--- config.mk ---
export PLATFORM = sky130hd
export DESIGN_NAME = ksoc_queue
export DESIGN_NICKNAME = d
export VERILOG_FILES = /design/src/rtl/key_state_overlay_compositor_core_assert.svh /design/src/rtl/ksoc_pkg.sv /design/src/rtl/ksoc_queue.sv
export SDC_FILE = /design/constraint.sdc
export NUM_CORES = 1
export LEC_CHECK = 0
export BUFFER_PORTS_ARGS = -buffer_cell sky130_fd_sc_hd__buf_4
export CAP_MARGIN = 20
export CORE_MARGIN = 2
export CORE_UTILIZATION = 38
export CTS_BUF_LIST = sky130_fd_sc_hd__clkbuf_4 sky130_fd_sc_hd__clkbuf_8
export DETAILED_ROUTE_END_ITERATION = 10
export GPL_ROUTABILITY_DRIVEN = 1
export PLACE_DENSITY_LB_ADDON = 0.12
export SLEW_MARGIN = 15
export SYNTH_ARGS = -nofsm -noshare
export SYNTH_HDL_FRONTEND = slang
export SYNTH_SLANG_ARGS = --single-unit
--- constraint.sdc ---
create_clock -name clock -period 4.3 [get_ports clock]
set_clock_uncertainty 0.05 [all_clocks]
set_input_delay 0.43 -clock clock [delete_from_list [all_inputs] [get_ports clock]]
set_output_delay 0.43 -clock clock [all_outputs]
set_load 0.01 [all_outputs]
--- src/rtl/key_state_overlay_compositor_core_assert.svh ---
`ifndef KEY_STATE_OVERLAY_COMPOSITOR_CORE_ASSERT_SVH
`define KEY_STATE_OVERLAY_COMPOSITOR_CORE_ASSERT_SVH

// Check that a condition holds in the same cycle as its trigger
`define KSOC_ASSERT_NOW(label, ante, cons, msg) \
   label: assert property (@(posedge clock) disable iff (reset) (ante) |-> (cons)) \
      else $error(msg);

// Check that a condition holds in the cycle after its trigger
`define KSOC_ASSERT_NEXT(label, ante, cons, msg) \
   label: assert property (@(posedge clock) disable iff (reset) (ante) |=> (cons)) \
      else $error(msg);

`endif

--- src/rtl/ksoc_pkg.sv ---
package ksoc_pkg;

   localparam int MAX_FRAME_DIM = 4096;
   localparam int NUM_KEYS      = 6;
   localparam int NUM_STAGES    = 1 + 3 * NUM_KEYS;
   localparam int QUEUE_DEPTH   = 4;
   localparam int QUEUE_AW      = $clog2(QUEUE_DEPTH);
   localparam int SETTLE_CYCLES = 5;

   localparam logic [12:0] RESET_WIDTH  = 13'd1920;
   localparam logic [12:0] RESET_HEIGHT = 13'd1080;

   localparam logic [7:0] BG_ALPHA   = 8'd140;
   localparam logic [7:0] BG_COLOR   = 8'd0;
   localparam logic [7:0] FILL_ALPHA = 8'd220;
   localparam logic [7:0] FILL_ON    = 8'd230;
   localparam logic [7:0] FILL_OFF   = 8'd64;
   localparam logic [7:0] RING_COLOR = 8'd255;
   localparam logic [7:0] RING_ALPHA = 8'd200;
   localparam logic [7:0] OPAQUE     = 8'd255;

   // reciprocals for small constant divisions
   localparam logic [16:0] RECIP_3  = 17'(65536 / 3);
   localparam logic [16:0] RECIP_5  = 17'(65536 / 5);
   localparam logic [16:0] RECIP_15 = 17'(65536 / 15);

   typedef logic signed [14:0] coord_type;

   typedef enum logic [1:0] {
      CSR_FRAME_WIDTH,
      CSR_FRAME_HEIGHT,
      CSR_KEY_MASK,
      CSR_PIXEL_FORMAT
   } csr_index_type;

   typedef struct packed {
      logic [11:0] pixel_x;
      logic [11:0] pixel_y;
      logic [7:0]  blue_in;
      logic [7:0]  green_in;
      logic [7:0]  red_in;
      logic [7:0]  alpha_in;
   } req_type;

   typedef struct packed {
      logic [7:0] blue_out;
      logic [7:0] green_out;
      logic [7:0] red_out;
      logic [7:0] alpha_out;
   } rsp_type;

   typedef struct packed {
      logic [12:0]                w;
      logic [12:0]                h;
      logic [3:0]                 thick;
      coord_type                  bg_x;
      coord_type                  bg_y;
      coord_type                  bg_w;
      coord_type                  bg_h;
      coord_type [NUM_KEYS-1:0]   key_x;
      coord_type [NUM_KEYS-1:0]   key_y;
      coord_type [NUM_KEYS-1:0]   key_w;
      coord_type [NUM_KEYS-1:0]   key_h;
      coord_type [NUM_KEYS-1:0]   glyph_x;
      coord_type [NUM_KEYS-1:0]   glyph_y;
      coord_type [NUM_KEYS-1:0]   font_mult;
      coord_type                  glyph_w;
      coord_type                  glyph_h;
      logic [NUM_KEYS-1:0]        key_mask;
      logic                       gray;
   } layout_type;

   typedef struct packed {
      logic                       bg_en;
      logic [NUM_KEYS-1:0]        fill_en;
      logic [NUM_KEYS-1:0]        fill_on;
      logic [NUM_KEYS-1:0][1:0]   ring_cnt;
      logic [NUM_KEYS-1:0]        glyph_en;
      logic                       gray;
   } op_type;

   typedef struct packed {
      op_type     op;
      logic [7:0] blue;
      logic [7:0] green;
      logic [7:0] red;
      logic [7:0] alpha;
   } item_type;

   typedef struct packed {
      logic feed;
      logic advance;
   } back_status_type;

   // 5x7 glyph rows, bit 4 is the leftmost column: W, A, S, D
   localparam logic [4:0] GLYPH_ROWS [4][7] = '{
      '{5'h11, 5'h11, 5'h15, 5'h15, 5'h15, 5'h1B, 5'h11},
      '{5'h1E, 5'h11, 5'h11, 5'h1F, 5'h11, 5'h11, 5'h11},
      '{5'h0F, 5'h10, 5'h10, 5'h0E, 5'h01, 5'h01, 5'h1E},
      '{5'h1E, 5'h11, 5'h11, 5'h11, 5'h11, 5'h11, 5'h1E}
   };

   // Shift and Space show only their leading S
   localparam logic [1:0] KEY_GLYPH [NUM_KEYS] = '{2'd0, 2'd1, 2'd2, 2'd3, 2'd2, 2'd2};

   function automatic coord_type to_coord(input logic [12:0] v);
      return coord_type'({2'b00, v});
   endfunction

   function automatic coord_type cmax(input coord_type a, input coord_type b);
      return (a > b) ? a : b;
   endfunction

   // Divide a narrow value by a small constant through its reciprocal
   function automatic logic [9:0] div_const(input logic [9:0] v, input logic [4:0] d,
                                            input logic [16:0] recip);
      logic [26:0] prod;
      logic [9:0]  q;
      logic [14:0] rem;
      prod = 27'(v) * 27'(recip);
      q    = prod[25:16];
      rem  = 15'(v) - 15'(q) * 15'(d);
      if (rem >= 15'(d)) begin
         q = q + 10'd1;
      end
      return q;
   endfunction

   // floor((a*c + (255-a)*p) / 255)
   function automatic logic [7:0] blend8(input logic [7:0] p, input logic [7:0] a,
                                         input logic [7:0] c);
      logic [16:0] x;
      logic [16:0] y;
      x = 17'(a) * 17'(c) + 17'(8'd255 - a) * 17'(p);
      y = (x + 17'd1 + (x >> 8)) >> 8;
      return y[7:0];
   endfunction

   function automatic item_type blend_item(input item_type it, input logic [7:0] c,
                                           input logic [7:0] a);
      item_type r;
      r      = it;
      r.blue = blend8(it.blue, a, c);
      if (!it.op.gray) begin
         r.green = blend8(it.green, a, c);
         r.red   = blend8(it.red, a, c);
      end
      return r;
   endfunction

endpackage

--- src/rtl/ksoc_queue.sv ---
module ksoc_queue (
   input  logic                           clock,
   input  logic                           reset,
   input  logic                           wr_en,
   input  ksoc_pkg::item_type             wr_item,
   input  logic                           take,
   output ksoc_pkg::item_type             rd_item,
   output logic                           rd_valid,
   output logic                           q_full,
   output logic [ksoc_pkg::QUEUE_AW:0]    count
);

   ksoc_pkg::item_type mem_ff [ksoc_pkg::QUEUE_DEPTH];
   logic [ksoc_pkg::QUEUE_AW-1:0] wr_ptr_ff, wr_ptr_in, rd_ptr_ff, rd_ptr_in;
   logic [ksoc_pkg::QUEUE_AW:0]   count_ff, count_in;
   logic do_wr, do_rd;

   function automatic logic [ksoc_pkg::QUEUE_AW:0] QUEUE_AW_ONE(input logic b);
      return {{ksoc_pkg::QUEUE_AW{1'b0}}, b};
   endfunction

   assign do_wr = wr_en && !q_full;
   assign do_rd = take && rd_valid;

   // advance pointers and count
   always_comb begin
      wr_ptr_in = do_wr ? wr_ptr_ff + ksoc_pkg::QUEUE_AW'(1) : wr_ptr_ff;
      rd_ptr_in = do_rd ? rd_ptr_ff + ksoc_pkg::QUEUE_AW'(1) : rd_ptr_ff;
      count_in  = count_ff + (QUEUE_AW_ONE(do_wr)) - (QUEUE_AW_ONE(do_rd));
   end

   always_ff @(posedge clock) begin
      if (reset) begin
         wr_ptr_ff <= '0;
         rd_ptr_ff <= '0;
         count_ff  <= '0;
      end else begin
         wr_ptr_ff <= wr_ptr_in;
         rd_ptr_ff <= rd_ptr_in;
         count_ff  <= count_in;
      end
   end

   // hold request entries
   always_ff @(posedge clock) begin
      if (do_wr) begin
         mem_ff[wr_ptr_ff] <= wr_item;
      end
   end

   assign rd_item  = mem_ff[rd_ptr_ff];
   assign rd_valid = (count_ff != '0);
   assign q_full   = (count_ff == (ksoc_pkg::QUEUE_AW + 1)'(ksoc_pkg::QUEUE_DEPTH));
   assign count    = count_ff;

endmodule

### After elaboration in Yosys (flattened, before gate mapping)

Memory sizes are Yosys's and may differ from the RTL's. A register that Yosys moved wholly into a read port is not among the register bits.
Cells that the tools add are included.

* register bits after elaboration: 7
* bits in latches: 0
* RAM bits: 256
* memory bits (read-only): 0
* input port bits: 68
* output and inout bits: 69
* logic and storage cells: 17
* memories: 1

Memory list
* mem_ff: depth 4, bits a word 64, rd ports 1, clocked after Yosys merged registers in 1, wr ports 1, line ksoc_queue.sv:13 `ksoc_pkg::item_type mem_ff [ksoc_pkg::QUEUE_DEPTH];`

* add/subtract/negate cells: 4
* multipliers: 0
* div/mod/pow operators: 0
* magnitude comparators: 0
* equal/unequal tests: 1
* shift operators: 0
* muxes and demuxes: 4
* bitwise operators: 0
* reduce and logical (&&, ||, !) cells: 4

Operator list (count)
* adder 2 x 1 -> 2 bit, second input constant: 2
* two-way mux 2 bit: 2
* adder 3 x 1 -> 3 bit: 1
* == test 3 bit, second input constant: 1
* nonzero test 3 bit: 1
* subtractor 3 x 1 -> 3 bit: 1
* logical AND 1 bit: 2
* two-way mux 1 bit: 2
* logical NOT 1 bit: 1

### Logic depth before layout (Yosys ltp)

* depth after elaboration: 5
* mapped depth: 11
* mapped depth without buffers: 11

### Worst setup path before layout

OpenSTA, ideal clock, no wires.

* kind: flip-flop to flip-flop
* start: reg count_ff, in the netlist count[1]
* end: mem mem_ff[0][0] (netlist name) (enable)
* setup time: 0.429 ns
* arrival time: 2.415 ns
* data required time: 3.821 ns
* setup slack: 1.406 ns
* stages on the path, launching flop included: 4
* path buffers: 0
* period minus slack after synthesis: 2.894 ns
* path through: dfxtp_1 -> nor3b_2 -> nor2_1 -> and2_1

* word-level cells in the longest chain between the ends: 5

RTL lines
* start, declared: line ksoc_queue.sv:15 `logic [ksoc_pkg::QUEUE_AW:0] count_ff, count_in;`
* start signal, assigned: line ksoc_queue.sv:40 `count_ff <= count_in;`
* == test 3 bit: line ksoc_queue.sv:53 `assign q_full = (count_ff == (ksoc_pkg::QUEUE_AW + 1)'(ksoc_pkg::QUEUE_DEPTH));`
* named net q_full: line ksoc_queue.sv:9 `output logic q_full,`
* logical NOT 1 bit: line ksoc_queue.sv:22 `assign do_wr = wr_en && !q_full;`
* logical AND 1 bit: line ksoc_queue.sv:22
* two-way mux 1 bit: line ksoc_queue.sv:46 `if (do_wr) begin`
* two-way mux 1 bit (not written as such): line ksoc_queue.sv:47 `mem_ff[wr_ptr_ff] <= wr_item;`
* end, declared: line ksoc_queue.sv:13

The timed path passes the listed nets, and every way through them passes these cells.

==> results.txt <==
Initial antenna violation count: 0
Mapped Area: 9780 µm²
Initial Util: 38.7%
Psw: 0.00183 W
Area contributors post-synth: edfxtp_1, mux4_2, dfxtp_1, buf_12, mux4_1
Reg2Reg Depth: 11
Internal power: 0.00526 W
Root buf cell: clkbuf_8
Worst R2R Start: count[1]
Reg clk slew, reported paths: 60 ps
Crit-path max cell delay: 760 ps
Largest net degree at the start of global routing: 65
Sequential share of the synthesized area: 80.5%
CTS Buf Count: 43
DRT Pass-1 Iters: 4
Worst skew pair latency: 520 ps
Net Sw Frac: 25.9%
Post-layout util: 47.3%
Vias in the first global route: 4,879
Ys Warns: 0
Setup TNS: 0 ps
Syn Inst Count: 383
CP max-delay cell: dfxtp_4
Post-synthesis register bit count: 265
Placed Area: 11,100 µm²
Crit path time final: 2980 ps
Synth top area share: 78.6%
Gr usage total: 13.5%
Clk pwr share: 30.1%
Core ar.: 25,300 µm²
Final hold vios: 0
Post-detailed-route wirelength per cell: 19.8 µm
Cts repair resizes: 0
Fin cells: 910
Cell Rows: 58
Postcts setup bufs: 0
Die X: 164 µm
Clock buffer depth: 3
ANT nets after route: 0
Part of the power in combinational logic: 22.8%
Grt total ovfl: 0
Clk sinks: 265
Post-Syn Area per Cell: 25.5 µm²
R2R setup slack: 1760 ps
Post-Syn Nets: 458
TritonCTS clock tree: built
Worst hold start: wr_item[22]
Worst-path fanout max: 37
Hold endpoint: mem_ff[1][22]
Max-cap violation count: 0
Nets: 626
Period Utilization, post-route: 69.3%
Antenna diodes: 0
Final Max Tran Viols: 0
I/O Pins: 137
Leak Pwr: 4.04 nW
P&R area growth vs syn: 22.3%
Fin Hold WS: 43.0 ps
Vias per cell: 4.91
I/O Buffers: 136
WP data arrival: 2500 ps
RSZ-0062 raised after global routing: false
Crit path launch type: register
Peak VDD IR: 0.000338 V
Total number of vias: 4,466
Reg power frac: 47.0%
H-tree lvl count: 2
Hold Crit Class: input pin to register
WS Path Type: register to output port
Slew @ Worst Pin: 1040 ps
Die Height: 164 µm
Global-route wire length before repair: 26,800 µm
Fraction of layout cells with a size suffix above 1: 46.7%
Fmax: 336 MHz
Post-route DRC: 0
Final GP Congestion: 0.646
Drt total wl: 18,000 µm
Status: finished clean
Area leader, netlist: edfxtp_1
Slew headroom: 30.6%
Crit. End Element: output port
Inst Count DP: 835
Post-synthesis cell type count: 26
DR iter-0 viols: 257
Endpoints failing setup: 0
Critical Path RT: 3820 ps
Die Area: 27,000 µm²
Dpl hpwl: 9540 µm
Finished Cell Area: 12,000 µm²
Worst path cell trace: buf_12, mux4_1, buf_4
# hold bufs at CTS: 0
Power per Cell Area: 593 nW/µm²
Worst Hold Depth: 1
R2R Path End: count[2]
==> cell families after synthesis <==
logic type	after synthesis	synth area share [%]
AOI/OAI and AO/OA	4	0.281
xor gates and xnor gates	3	0.269
adders and majority gates	7	0.972
buffers and inverters	21	1.97
DFF	265	80.5
muxes	65	15.0
and+or+nand+nor	18	1.05
==> power groups by stage <==
stage / clock network (W) / logic, W / registers, W
after floorplan: 0 / 0.00110 / 0.00326
after global placement: 0 / 0.00165 / 0.00339
after detailed placement: 0 / 0.00166 / 0.00340
after CTS: 0.00220 / 0.00166 / 0.00335
after global routing: 0.00230 / 0.00175 / 0.00338
final: 0.00214 / 0.00162 / 0.00334
==> registers in the layout, indices dropped and copies added, names as in the netlist, named ones only <==
signal     flops
mem_ff       256
count          3
rd_ptr_ff      2
wr_ptr_ff      2
==> metal layers <==
layer	share of wire [%]	up-vias	GRT usage [%]
li1	-	1972	-
met1	41	2322	17.2
met2	49	139	22.1
met3	7.1	33	4.19
met4	2.2	0	4.55
met5	0	-	0
==> worst max-delay path by stage <==
stage	from	end	slack [ps]	depth (start not counted)
2_1_floorplan	count[1]	mem_ff[0][0]	1410	3
3_3_place_gp	register	rd_item[0]	1830	3
3_5_place_dp	count[1]	count[2]	1750	11
4_1_cts	register	rd_item[0]	1240	3
5_1_grt	register	rd_item[0]	1150	3
6_report	register	rd_item[0]	1320	3
==> synth_stat cells, drive strengths merged <==
master / n
nor3: 1
mux4: 64
dfxtp: 9
and2: 5
inv: 6
nor2: 6
mux2i: 1
fa: 1
or3: 2
buf: 13
o21ai: 1
ha: 6
clkbuf: 2
xnor2: 1
nand2b: 2
o31a: 1
a21oi: 1
nor2b: 1
edfxtp: 256
nor3b: 1
o311ai: 1
xor2: 2
==> layout make-up <==
class / instances / area, µm²
clock inverters: 14 / 110
clock buffers: 60 / 738
fillers: 2115 / 13300
inverters: 6 / 22.5
repair buffers: 138 / 1070
flip-flops and latches: 265 / 7880
well taps: 330 / 413
multi-input cells: 97 / 1730
==> through the flow <==
step / setup slack [ps] / power [W]
after floorplan: 1410 / 0.00437
after global placement: 1830 / 0.00503
after detailed placement: 1750 / 0.00506
after CTS: 1240 / 0.00721
after global routing: 1150 / 0.00743
final: 1320 / 0.00709
==> cells in the final DEF (no fill, tap or decap), types with 6 or more instances in the layout <==
| master | netlist | routed |
|---|---|---|
| edfxtp_1 | 256 | 256 |
| buf_4 | 0 | 136 |
| mux4_2 | 60 | 60 |
| clkbuf_8 | 0 | 46 |
| clkbuf_4 | 0 | 14 |
| clkinv_1 | 0 | 8 |
| dfxtp_1 | 9 | 7 |
| inv_1 | 6 | 6 |
| nor2_1 | 6 | 6 |
| ha_1 | 6 | 6 |
==> critical path: cells and delay by family, from the launching register on <==
family                 cells  cell delay (ps)
buffers and inverters      2              530
DFF                        1              760
muxes                      1              600
(Power assumes the default switching activity.)
