### src/rtl/key_state_overlay_compositor_core_assert.svh
`ifndef KEY_STATE_OVERLAY_COMPOSITOR_CORE_ASSERT_SVH
`define KEY_STATE_OVERLAY_COMPOSITOR_CORE_ASSERT_SVH

// Check that a condition holds in the same cycle as its trigger
`define KSOC_ASSERT_NOW(label, ante, cons, msg) \
   label: assert property (@(posedge clock) disable iff (reset) (ante) |-> (cons)) \
      else $error(msg);

// Check that a condition holds in the cycle after its trigger
`define KSOC_ASSERT_NEXT(label, ante, cons, msg) \
   label: assert property (@(posedge clock) disable iff (reset) (ante) |=> (cons)) \
      else $error(msg);

`endif

### src/rtl/ksoc_pkg.sv
package ksoc_pkg;

   localparam int MAX_FRAME_DIM = 4096;
   localparam int NUM_KEYS      = 6;
   localparam int NUM_STAGES    = 1 + 3 * NUM_KEYS;
   localparam int QUEUE_DEPTH   = 4;
   localparam int QUEUE_AW      = $clog2(QUEUE_DEPTH);
   localparam int SETTLE_CYCLES = 5;

   localparam logic [12:0] RESET_WIDTH  = 13'd1920;
   localparam logic [12:0] RESET_HEIGHT = 13'd1080;

   localparam logic [7:0] BG_ALPHA   = 8'd140;
   localparam logic [7:0] BG_COLOR   = 8'd0;
   localparam logic [7:0] FILL_ALPHA = 8'd220;
   localparam logic [7:0] FILL_ON    = 8'd230;
   localparam logic [7:0] FILL_OFF   = 8'd64;
   localparam logic [7:0] RING_COLOR = 8'd255;
   localparam logic [7:0] RING_ALPHA = 8'd200;
   localparam logic [7:0] OPAQUE     = 8'd255;

   // reciprocals for small constant divisions
   localparam logic [16:0] RECIP_3  = 17'(65536 / 3);
   localparam logic [16:0] RECIP_5  = 17'(65536 / 5);
   localparam logic [16:0] RECIP_15 = 17'(65536 / 15);

   typedef logic signed [14:0] coord_type;

   typedef enum logic [1:0] {
      CSR_FRAME_WIDTH,
      CSR_FRAME_HEIGHT,
      CSR_KEY_MASK,
      CSR_PIXEL_FORMAT
   } csr_index_type;

   typedef struct packed {
      logic [11:0] pixel_x;
      logic [11:0] pixel_y;
      logic [7:0]  blue_in;
      logic [7:0]  green_in;
      logic [7:0]  red_in;
      logic [7:0]  alpha_in;
   } req_type;

   typedef struct packed {
      logic [7:0] blue_out;
      logic [7:0] green_out;
      logic [7:0] red_out;
      logic [7:0] alpha_out;
   } rsp_type;

   typedef struct packed {
      logic [12:0]                w;
      logic [12:0]                h;
      logic [3:0]                 thick;
      coord_type                  bg_x;
      coord_type                  bg_y;
      coord_type                  bg_w;
      coord_type                  bg_h;
      coord_type [NUM_KEYS-1:0]   key_x;
      coord_type [NUM_KEYS-1:0]   key_y;
      coord_type [NUM_KEYS-1:0]   key_w;
      coord_type [NUM_KEYS-1:0]   key_h;
      coord_type [NUM_KEYS-1:0]   glyph_x;
      coord_type [NUM_KEYS-1:0]   glyph_y;
      coord_type [NUM_KEYS-1:0]   font_mult;
      coord_type                  glyph_w;
      coord_type                  glyph_h;
      logic [NUM_KEYS-1:0]        key_mask;
      logic                       gray;
   } layout_type;

   typedef struct packed {
      logic                       bg_en;
      logic [NUM_KEYS-1:0]        fill_en;
      logic [NUM_KEYS-1:0]        fill_on;
      logic [NUM_KEYS-1:0][1:0]   ring_cnt;
      logic [NUM_KEYS-1:0]        glyph_en;
      logic                       gray;
   } op_type;

   typedef struct packed {
      op_type     op;
      logic [7:0] blue;
      logic [7:0] green;
      logic [7:0] red;
      logic [7:0] alpha;
   } item_type;

   typedef struct packed {
      logic feed;
      logic advance;
   } back_status_type;

   // 5x7 glyph rows, bit 4 is the leftmost column: W, A, S, D
   localparam logic [4:0] GLYPH_ROWS [4][7] = '{
      '{5'h11, 5'h11, 5'h15, 5'h15, 5'h15, 5'h1B, 5'h11},
      '{5'h1E, 5'h11, 5'h11, 5'h1F, 5'h11, 5'h11, 5'h11},
      '{5'h0F, 5'h10, 5'h10, 5'h0E, 5'h01, 5'h01, 5'h1E},
      '{5'h1E, 5'h11, 5'h11, 5'h11, 5'h11, 5'h11, 5'h1E}
   };

   // Shift and Space show only their leading S
   localparam logic [1:0] KEY_GLYPH [NUM_KEYS] = '{2'd0, 2'd1, 2'd2, 2'd3, 2'd2, 2'd2};

   function automatic coord_type to_coord(input logic [12:0] v);
      return coord_type'({2'b00, v});
   endfunction

   function automatic coord_type cmax(input coord_type a, input coord_type b);
      return (a > b) ? a : b;
   endfunction

   // Divide a narrow value by a small constant through its reciprocal
   function automatic logic [9:0] div_const(input logic [9:0] v, input logic [4:0] d,
                                            input logic [16:0] recip);
      logic [26:0] prod;
      logic [9:0]  q;
      logic [14:0] rem;
      prod = 27'(v) * 27'(recip);
      q    = prod[25:16];
      rem  = 15'(v) - 15'(q) * 15'(d);
      if (rem >= 15'(d)) begin
         q = q + 10'd1;
      end
      return q;
   endfunction

   // floor((a*c + (255-a)*p) / 255)
   function automatic logic [7:0] blend8(input logic [7:0] p, input logic [7:0] a,
                                         input logic [7:0] c);
      logic [16:0] x;
      logic [16:0] y;
      x = 17'(a) * 17'(c) + 17'(8'd255 - a) * 17'(p);
      y = (x + 17'd1 + (x >> 8)) >> 8;
      return y[7:0];
   endfunction

   function automatic item_type blend_item(input item_type it, input logic [7:0] c,
                                           input logic [7:0] a);
      item_type r;
      r      = it;
      r.blue = blend8(it.blue, a, c);
      if (!it.op.gray) begin
         r.green = blend8(it.green, a, c);
         r.red   = blend8(it.red, a, c);
      end
      return r;
   endfunction

endpackage

### src/rtl/ksoc_front.sv
module ksoc_front (
   input  ksoc_pkg::req_type    req,
   input  ksoc_pkg::layout_type lay,
   output ksoc_pkg::item_type   item
);

   // classify the pixel against every layer of the panel
   always_comb begin
      ksoc_pkg::coord_type px, py, th, kx, ky, kw, kh, dx, dy, ex, ey, gdx, gdy, fm;
      logic        in_frame, r0, r1, r2, r3, ghit, touched;
      logic [2:0]  cnt, gx, gy;
      logic [4:0]  row;
      px       = ksoc_pkg::to_coord({1'b0, req.pixel_x});
      py       = ksoc_pkg::to_coord({1'b0, req.pixel_y});
      th       = ksoc_pkg::to_coord({9'd0, lay.thick});
      in_frame = ({1'b0, req.pixel_x} < lay.w) && ({1'b0, req.pixel_y} < lay.h);
      item.op  = '0;
      item.op.gray    = lay.gray;
      item.op.fill_on = lay.key_mask;

      // background
      kx = lay.bg_x;
      ky = lay.bg_y;
      kw = lay.bg_w;
      kh = lay.bg_h;
      dx = px - kx;
      dy = py - ky;
      ex = kx + kw - 15'sd1 - px;
      ey = ky + kh - 15'sd1 - py;
      item.op.bg_en = in_frame && dx >= 0 && dy >= 0 && ex >= 0 && ey >= 0;

      for (int k = 0; k < ksoc_pkg::NUM_KEYS; k++) begin
         kx = lay.key_x[k];
         ky = lay.key_y[k];
         kw = lay.key_w[k];
         kh = lay.key_h[k];
         dx = px - kx;
         dy = py - ky;
         ex = kx + kw - 15'sd1 - px;
         ey = ky + kh - 15'sd1 - py;
         item.op.fill_en[k] = in_frame && dx >= 0 && dy >= 0 && ex >= 0 && ey >= 0;

         // ring hits: top, bottom, left, right edges of each ring
         r0  = dy >= 0 && dy < th && dx >= dy && ex >= dy;
         r1  = ey >= 0 && ey < th && dx >= ey && ex >= ey;
         r2  = dx >= 0 && dx < th && dy >= dx && ey >= dx;
         r3  = ex >= 0 && ex < th && dy >= ex && ey >= ex;
         cnt = 3'(r0) + 3'(r1) + 3'(r2) + 3'(r3);
         item.op.ring_cnt[k] = in_frame ? cnt[1:0] : 2'd0;

         // glyph cell by comparing against multiples of the font size
         kx   = lay.glyph_x[k];
         ky   = lay.glyph_y[k];
         gdx  = px - kx;
         gdy  = py - ky;
         kw   = lay.glyph_w;
         kh   = lay.glyph_h;
         ghit = gdx >= 0 && gdy >= 0 && gdx < kw && gdy < kh;
         gx   = 3'd0;
         gy   = 3'd0;
         for (int j = 0; j < ksoc_pkg::NUM_KEYS; j++) begin
            fm = lay.font_mult[j];
            if (j < 4) begin
               gx = gx + 3'(gdx >= fm);
            end
            gy = gy + 3'(gdy >= fm);
         end
         row = ghit ? ksoc_pkg::GLYPH_ROWS[ksoc_pkg::KEY_GLYPH[k]][gy] : 5'd0;
         item.op.glyph_en[k] = in_frame && ghit && row[3'd4 - gx];
      end

      touched    = item.op.bg_en || (|item.op.fill_en) || (|item.op.ring_cnt)
                   || (|item.op.glyph_en);
      item.blue  = req.blue_in;
      item.green = req.green_in;
      item.red   = req.red_in;
      item.alpha = (!lay.gray && touched) ? ksoc_pkg::OPAQUE : req.alpha_in;
   end

endmodule

### config.mk
export PLATFORM = sky130hd
export DESIGN_NAME = ksoc_front
export DESIGN_NICKNAME = d
export VERILOG_FILES = /design/src/rtl/key_state_overlay_compositor_core_assert.svh /design/src/rtl/ksoc_pkg.sv /design/src/rtl/ksoc_front.sv
export SDC_FILE = /design/constraint.sdc
export NUM_CORES = 2
export LEC_CHECK = 0
export ABC_AREA = 0
export ABC_CLOCK_PERIOD_IN_PS = 19620
export BUFFER_PORTS_ARGS = -buffer_cell sky130_fd_sc_hd__buf_2
export CORE_MARGIN = 5
export CORE_UTILIZATION = 30
export DETAILED_ROUTE_END_ITERATION = 8
export MAX_ROUTING_LAYER = met4
export PLACE_DENSITY_LB_ADDON = 0.12
export SLEW_MARGIN = 20
export SYNTH_ARGS = -nofsm -noshare
export SYNTH_HDL_FRONTEND = slang
export SYNTH_SLANG_ARGS = --single-unit
export TNS_END_PERCENT = 50
### constraint.sdc
create_clock -name vclk -period 19.62
set_clock_uncertainty 0.15 [all_clocks]
set_input_delay 0.981 -clock vclk [all_inputs]
set_output_delay 0.981 -clock vclk [all_outputs]
set_load 0.05 [all_outputs]
Yosys cells after proc, flatten, opt, wreduce, memory -nomap -nowiden
Memory sizes are Yosys's and may differ from the RTL's.
Cells that the tools add are included.
{"block": "op_classes", "n_addsub": 140, "n_mul": 0, "div": 0, "magnitude_cmp": 198, "n_eq_ne": 0, "shifts": 0, "n_mux": 37, "n_bitwise": 6, "reduce_logical": 139}
{"operator": "$ge A15 B15 Y1", "n": 108}
{"operator": "$ge A15 B1 Y1 const B", "n": 40}
{"operator": "$sub A13 B15 Y15", "n": 26}
{"operator": "$lt A15 B5 Y1", "n": 24}
{"operator": "$add A15 B15 Y15", "n": 14}
{"operator": "$sub A15 B13 Y15", "n": 14}
{"operator": "$sub A15 B2 Y15 const B", "n": 14}
{"operator": "$lt A15 B15 Y1", "n": 12}
{"operator": "$logic_and A1 B1 Y1", "n": 132}
{"operator": "$mux W5", "n": 18}
{"operator": "$add A3 B1 Y3", "n": 24}
{"operator": "$add A1 B1 Y2", "n": 18}
{"operator": "$add A2 B1 Y3", "n": 12}
{"operator": "$lt A12 B13 Y1", "n": 2}
{"operator": "$add A2 B1 Y2", "n": 12}
{"operator": "$ge A4 B4 Y1 const B", "n": 6}
{"operator": "$lt A3 B4 Y1 const B", "n": 6}
{"operator": "$not A3 Y4", "n": 6}
{"operator": "$bmux W1 S3", "n": 6}
{"operator": "$sub A3 B3 Y3 const A", "n": 6}
{"operator": "$mux W2", "n": 6}
{"operator": "$reduce_or A12 Y1", "n": 1}
{"operator": "$reduce_or A6 Y1", "n": 2}
{"operator": "$mux W8", "n": 1}
{"operator": "3 further kinds", "n": 10}
{"block": "word_totals", "regBits": 0, "latch_bits": 0, "ram_bits": 0, "mem_bits_ro": 240, "inputBits": 813, "output_inout_bits": 64, "wordCells": 526, "n_memories": 6}
{"memory": "(name not given)", "depth": 8, "width": 5, "read_ports": 1, "rd_clocked_by_memory_dff": 0, "write_ports": 0, "line": "ksoc_front.sv:68", "source": "row = ghit ? ksoc_pkg::GLYPH_ROWS[ksoc_pkg::KEY_GLYPH[k]][gy] : 5'd0;"}
{"memory": "(name not given)", "depth": 8, "width": 5, "read_ports": 1, "rd_clocked_by_memory_dff": 0, "write_ports": 0, "line": "ksoc_front.sv:68"}
{"memory": "(name not given)", "depth": 8, "width": 5, "read_ports": 1, "rd_clocked_by_memory_dff": 0, "write_ports": 0, "line": "ksoc_front.sv:68"}
{"memory": "(name not given)", "depth": 8, "width": 5, "read_ports": 1, "rd_clocked_by_memory_dff": 0, "write_ports": 0, "line": "ksoc_front.sv:68"}
{"memory": "(name not given)", "depth": 8, "width": 5, "read_ports": 1, "rd_clocked_by_memory_dff": 0, "write_ports": 0, "line": "ksoc_front.sv:68"}
{"memory": "(name not given)", "depth": 8, "width": 5, "read_ports": 1, "rd_clocked_by_memory_dff": 0, "write_ports": 0, "line": "ksoc_front.sv:68"}

Longest topological paths before layout
{"block": "depth", "depth_word": 19, "mapped_depth": 36, "ltp_nobuf": 36}

Worst setup path before layout
Ideal clock, no wire load.
{"block": "synth_path", "path_kind": "input-to-output", "startpoint": "in req[33] in the netlist's numbering", "endpoint": "out item[0] in the netlist's numbering", "arrival_time_ps": 8366, "required_time_ps": 18489, "setup_slack_ps": 10123, "cell_stages": 31, "n_path_buf": 0, "cell_sequence": "inv_1 > fa_1 > nor2b_1 > o21ai_0 > a21oi_1 > and3b_1 > o211ai_1 > nor4b_1 > ha_1 > nand3_1 > nor2_1 > o22ai_1 > mux2_2 > a41oi_1 > fa_1 > fa_1 > inv_1 > ha_1 > fa_1 > inv_1 > ha_1 > o21ai_0 > o31ai_1 > o21a_1 > o32a_1 > nor3_1 > nand4b_1 > o32ai_2 > nor4_1 > a31oi_2 > or2_1"}
{"element": "start: declaration", "line": "ksoc_front.sv:2", "source": "input ksoc_pkg::req_type req,"}
{"element": "end: declaration", "line": "ksoc_front.sv:4", "source": "output ksoc_pkg::item_type item"}

==> impl_metrics.xml <==
<?xml version="1.0" encoding="UTF-8"?>
<metrics>
  <group name="hold_path">
    <metric name="worstHoldPathCells" unit="">0</metric>
    <metric name="type_of_the_worst_min_delay_path" unit="">in -&gt; out</metric>
    <metric name="hold_path_startpoint" unit="">req[11]</metric>
    <metric name="hold_end" unit="">item[11]</metric>
  </group>
  <group name="synthesis">
    <metric name="syn-num-nets" unit="">11500</metric>
    <metric name="synth-compound-area-share" unit="%">22.6</metric>
    <metric name="share_of_synthesized_cell_area_in_full_adder_half_adder_and_majority_cells" unit="%">47.1</metric>
    <metric name="post_synthesis_xor_xnor_area_fraction" unit="%">5.41</metric>
    <metric name="largest_family_of_logic_cells_by_synthesized_area" unit="">adder cells</metric>
    <metric name="netlist_instances" unit="">8365</metric>
    <metric name="synth.yosys.warnings" unit="">0</metric>
    <metric name="synth_top_cells_by_area" unit="">ha_1 (40%), inv_1 (7.7%), fa_1 (7.3%)</metric>
    <metric name="mappedNetlistArea" unit="mm²">0.0651</metric>
    <metric name="proportion_of_netlist_area_held_by_the_largest_area_contributor" unit="%">39.8</metric>
    <metric name="synthMuxAreaShare" unit="%">0.546</metric>
    <metric name="post_synth_and_or_nand_nor_area_fraction" unit="%">16.2</metric>
    <metric name="post_synth_num_cell_types" unit="">90</metric>
    <metric name="syn_avg_cell_area" unit="µm²">7.78</metric>
    <metric name="synth-seq-area-share" unit="%">0</metric>
    <metric name="synthDominantAreaCellType" unit="">ha_1</metric>
  </group>
  <group name="drt">
    <metric name="met3RoutedLength" unit="µm">21200</metric>
    <metric name="dr.pass1.iters" unit="">8</metric>
    <metric name="routed-via-count" unit="">67700</metric>
    <metric name="routed_wire_length_per_instance" unit="µm">27.5</metric>
    <metric name="wirelength" unit="µm">336000</metric>
    <metric name="ant_nets" unit="">0</metric>
    <metric name="detail_route.iter0.violations" unit="">5145</metric>
    <metric name="dr_wl_met2" unit="µm">141000</metric>
    <metric name="routed_via_density" unit="">5.54</metric>
    <metric name="drc" unit="">0</metric>
    <metric name="m1WireLength" unit="µm">158000</metric>
    <metric name="top_signal_layer_used" unit="">met4</metric>
  </group>
  <group name="power_and_ir_drop">
    <metric name="power_frac_comb" unit="%">100.0</metric>
    <metric name="power.share.clock" unit="%">0</metric>
    <metric name="p_per_area" unit="mW/mm²">62.0</metric>
    <metric name="internal_power" unit="mW">1.84</metric>
    <metric name="vdd_ir_drop_max" unit="mV">0.0422</metric>
    <metric name="static_leakage" unit="nW">39.5</metric>
    <metric name="power_switching" unit="mW">2.75</metric>
    <metric name="power_switching_share" unit="%">59.9</metric>
    <metric name="total_power" unit="mW">4.58</metric>
    <metric name="p_seq_share" unit="%">0</metric>
  </group>
  <group name="critical_path">
    <metric name="critPathMostFrequentCell" unit="">fa_1</metric>
    <metric name="slowest_stage" unit="">xor2_1</metric>
    <metric name="worstPathBufferInverterCount" unit="">7</metric>
    <metric name="critical_path.startpoint_type" unit="">primary input</metric>
    <metric name="cp_slowest_stage_delay" unit="ns">0.62</metric>
    <metric name="path_max_fanout" unit="">9</metric>
    <metric name="critPathKind" unit="">in -&gt; out</metric>
    <metric name="cp_top_family" unit="">adder cells</metric>
    <metric name="endpoint_required_time_on_the_critical_path" unit="ns">18.49</metric>
    <metric name="crit_arrival" unit="ns">11.02</metric>
    <metric name="critical_path.endpoint_type" unit="">output pin</metric>
  </group>
  <group name="timing">
    <metric name="final_min_period_over_clock_period" unit="%">61.9</metric>
    <metric name="fmax" unit="GHz">0.0823</metric>
    <metric name="maxSlewHeadroom" unit="%">14.8</metric>
    <metric name="layout_setup_ws" unit="ns">7.47</metric>
    <metric name="setup_viol" unit="">0</metric>
    <metric name="final.min_clock_period" unit="ns">12.15</metric>
    <metric name="fin_tns_setup" unit="ns">0</metric>
    <metric name="final_max_slew_viol_count" unit="">0</metric>
    <metric name="timing_hold_violations_final" unit="">0</metric>
    <metric name="worst_hold_slack" unit="ns">1.81</metric>
    <metric name="max_slew.worst_pin.slew" unit="ns">1.28</metric>
    <metric name="unrepaired_setup_endpoints_after_global_routing" unit="">false</metric>
  </group>
  <group name="floorplanning">
    <metric name="die-area" unit="mm²">0.226</metric>
    <metric name="core_area" unit="mm²">0.217</metric>
    <metric name="start_util" unit="%">30.0</metric>
    <metric name="die_height" unit="µm">476</metric>
    <metric name="fp-row-count" unit="">171</metric>
    <metric name="pin_count" unit="">877</metric>
    <metric name="die_w" unit="µm">476</metric>
  </group>
  <group name="clock_network">
    <metric name="number_of_hold_buffers_added_after_cts" unit="">0</metric>
    <metric name="cts_post_setup_buffers_inserted" unit="">0</metric>
    <metric name="cts_resized" unit="">0</metric>
  </group>
  <group name="global_routing">
    <metric name="antenna_found_initial" unit="">78</metric>
    <metric name="wire_length_of_the_first_global_routing_pass" unit="µm">462000</metric>
    <metric name="globalRouteTotalUtil" unit="%">29.0</metric>
    <metric name="grt_max_degree" unit="">25</metric>
    <metric name="number_of_global_route_vias_before_repair" unit="">65200</metric>
    <metric name="grt_remaining_overflow" unit="">0</metric>
  </group>
  <group name="cells_and_area">
    <metric name="area_growth" unit="%">13.7</metric>
    <metric name="final_core_util" unit="%">34.2</metric>
    <metric name="finalInstanceArea" unit="mm²">0.0740</metric>
    <metric name="layout-drive-gt1-share" unit="%">11.3</metric>
    <metric name="seq_cell_count" unit="">0</metric>
    <metric name="fin_cells" unit="">12200</metric>
    <metric name="seq_area" unit="µm²">0</metric>
    <metric name="num-clock-buffers" unit="">0</metric>
    <metric name="total_number_of_nets_in_the_final_design" unit="">12500</metric>
  </group>
  <group name="placed_design">
    <metric name="port_buffers" unit="">817</metric>
    <metric name="globalplace.congestion" unit="">0.959</metric>
    <metric name="dp_hpwl" unit="µm">271000</metric>
    <metric name="dpl_cell_area" unit="mm²">0.0739</metric>
    <metric name="post-place-cells" unit="">12200</metric>
    <metric name="dp_slack" unit="ns">7.64</metric>
  </group>
  <group name="outcome">
    <metric name="status" unit="">finished clean</metric>
  </group>
  <group name="run">
    <metric name="drv_cap" unit="">0</metric>
  </group>
</metrics>
==> worst max path at each step <==
stage	start	endpoint	slack, ns	cells past startpoint
2_1_floorplan	req[33]	item[0]	10.12	31
3_3_place_gp	req[33]	item[6]	7.59	37
3_5_place_dp	req[33]	item[3]	7.64	37
4_1_cts	req[33]	item[7]	7.56	37
5_1_grt	req[33]	item[4]	7.10	36
6_report	req[33]	item[5]	7.47	36
==> cell type report <==
cell class,instances,area (µm²)
Fill cell,23100,143000
Multi-Input combinational cell,6995,59800
Timing Repair Buffer,999,5480
Inverter,1333,5000
Tap cell,2854,3570
Antenna cell,39,97.6
==> synth_stat cells (all sizes together) (59+ instances only) <==
cell    number
o211ai      63
ha        2072
a211oi      86
nor3        99
nand2b     127
inv       1333
a21boi      68
a21oi      548
nand4      242
nand2      327
xnor2      292
xor2       110
o21ai      485
fa         236
o21a       342
nor2b      228
a31oi       61
nor2       429
a21o       308
nor4        59
nand3      178
==> per-layer routing <==
metal,global-route usage [%],vias to the layer above
met1,40.1,32400
met4,10.6,0
met5,-,-
li1,-,32200
met3,2.83,461
met2,43.7,2568
==> cell usage in the layout, fill, tap and decap left out, types with 34 or more instances in the layout <==
cell type	instances
a211oi_1	85
a21boi_0	63
a21o_1	308
a21oi_1	547
a31oi_1	60
and3_1	40
and4_1	40
buf_2	806
buf_4	193
diode_2	39
fa_1	236
ha_1	2072
inv_1	1318
nand2_1	327
nand2b_1	127
nand3_1	178
nand4_1	242
nor2_1	429
nor2b_1	228
nor3_1	99
nor4_1	59
o211ai_1	62
o21a_1	342
o21ai_0	478
o21bai_1	34
or3_1	44
xnor2_1	291
xor2_1	110
==> power by group through the flow <==
stage,logic [mW],registers (mW),clock network [mW]
5_1_grt,5.10,0,0.000000181
6_report,4.58,0,0.000000188
4_1_cts,4.51,0,0
3_3_place_gp,4.40,0,0
2_1_floorplan,3.04,0,0
3_5_place_dp,4.48,0,0
==> cell families (layout without fill, tap and decap cells) <==
group | count (synthesis) | after routing
AND/OR/NAND/NOR | 1985 | 1985
XOR/XNOR | 402 | 402
multiplexers | 32 | 32
AO/OA/AOI/OAI | 2268 | 2268
buffers and inverters | 1370 | 2332
adder cells (fa/ha/maj) | 2308 | 2308
other | 0 | 39
(Power assumes the default switching activity.)
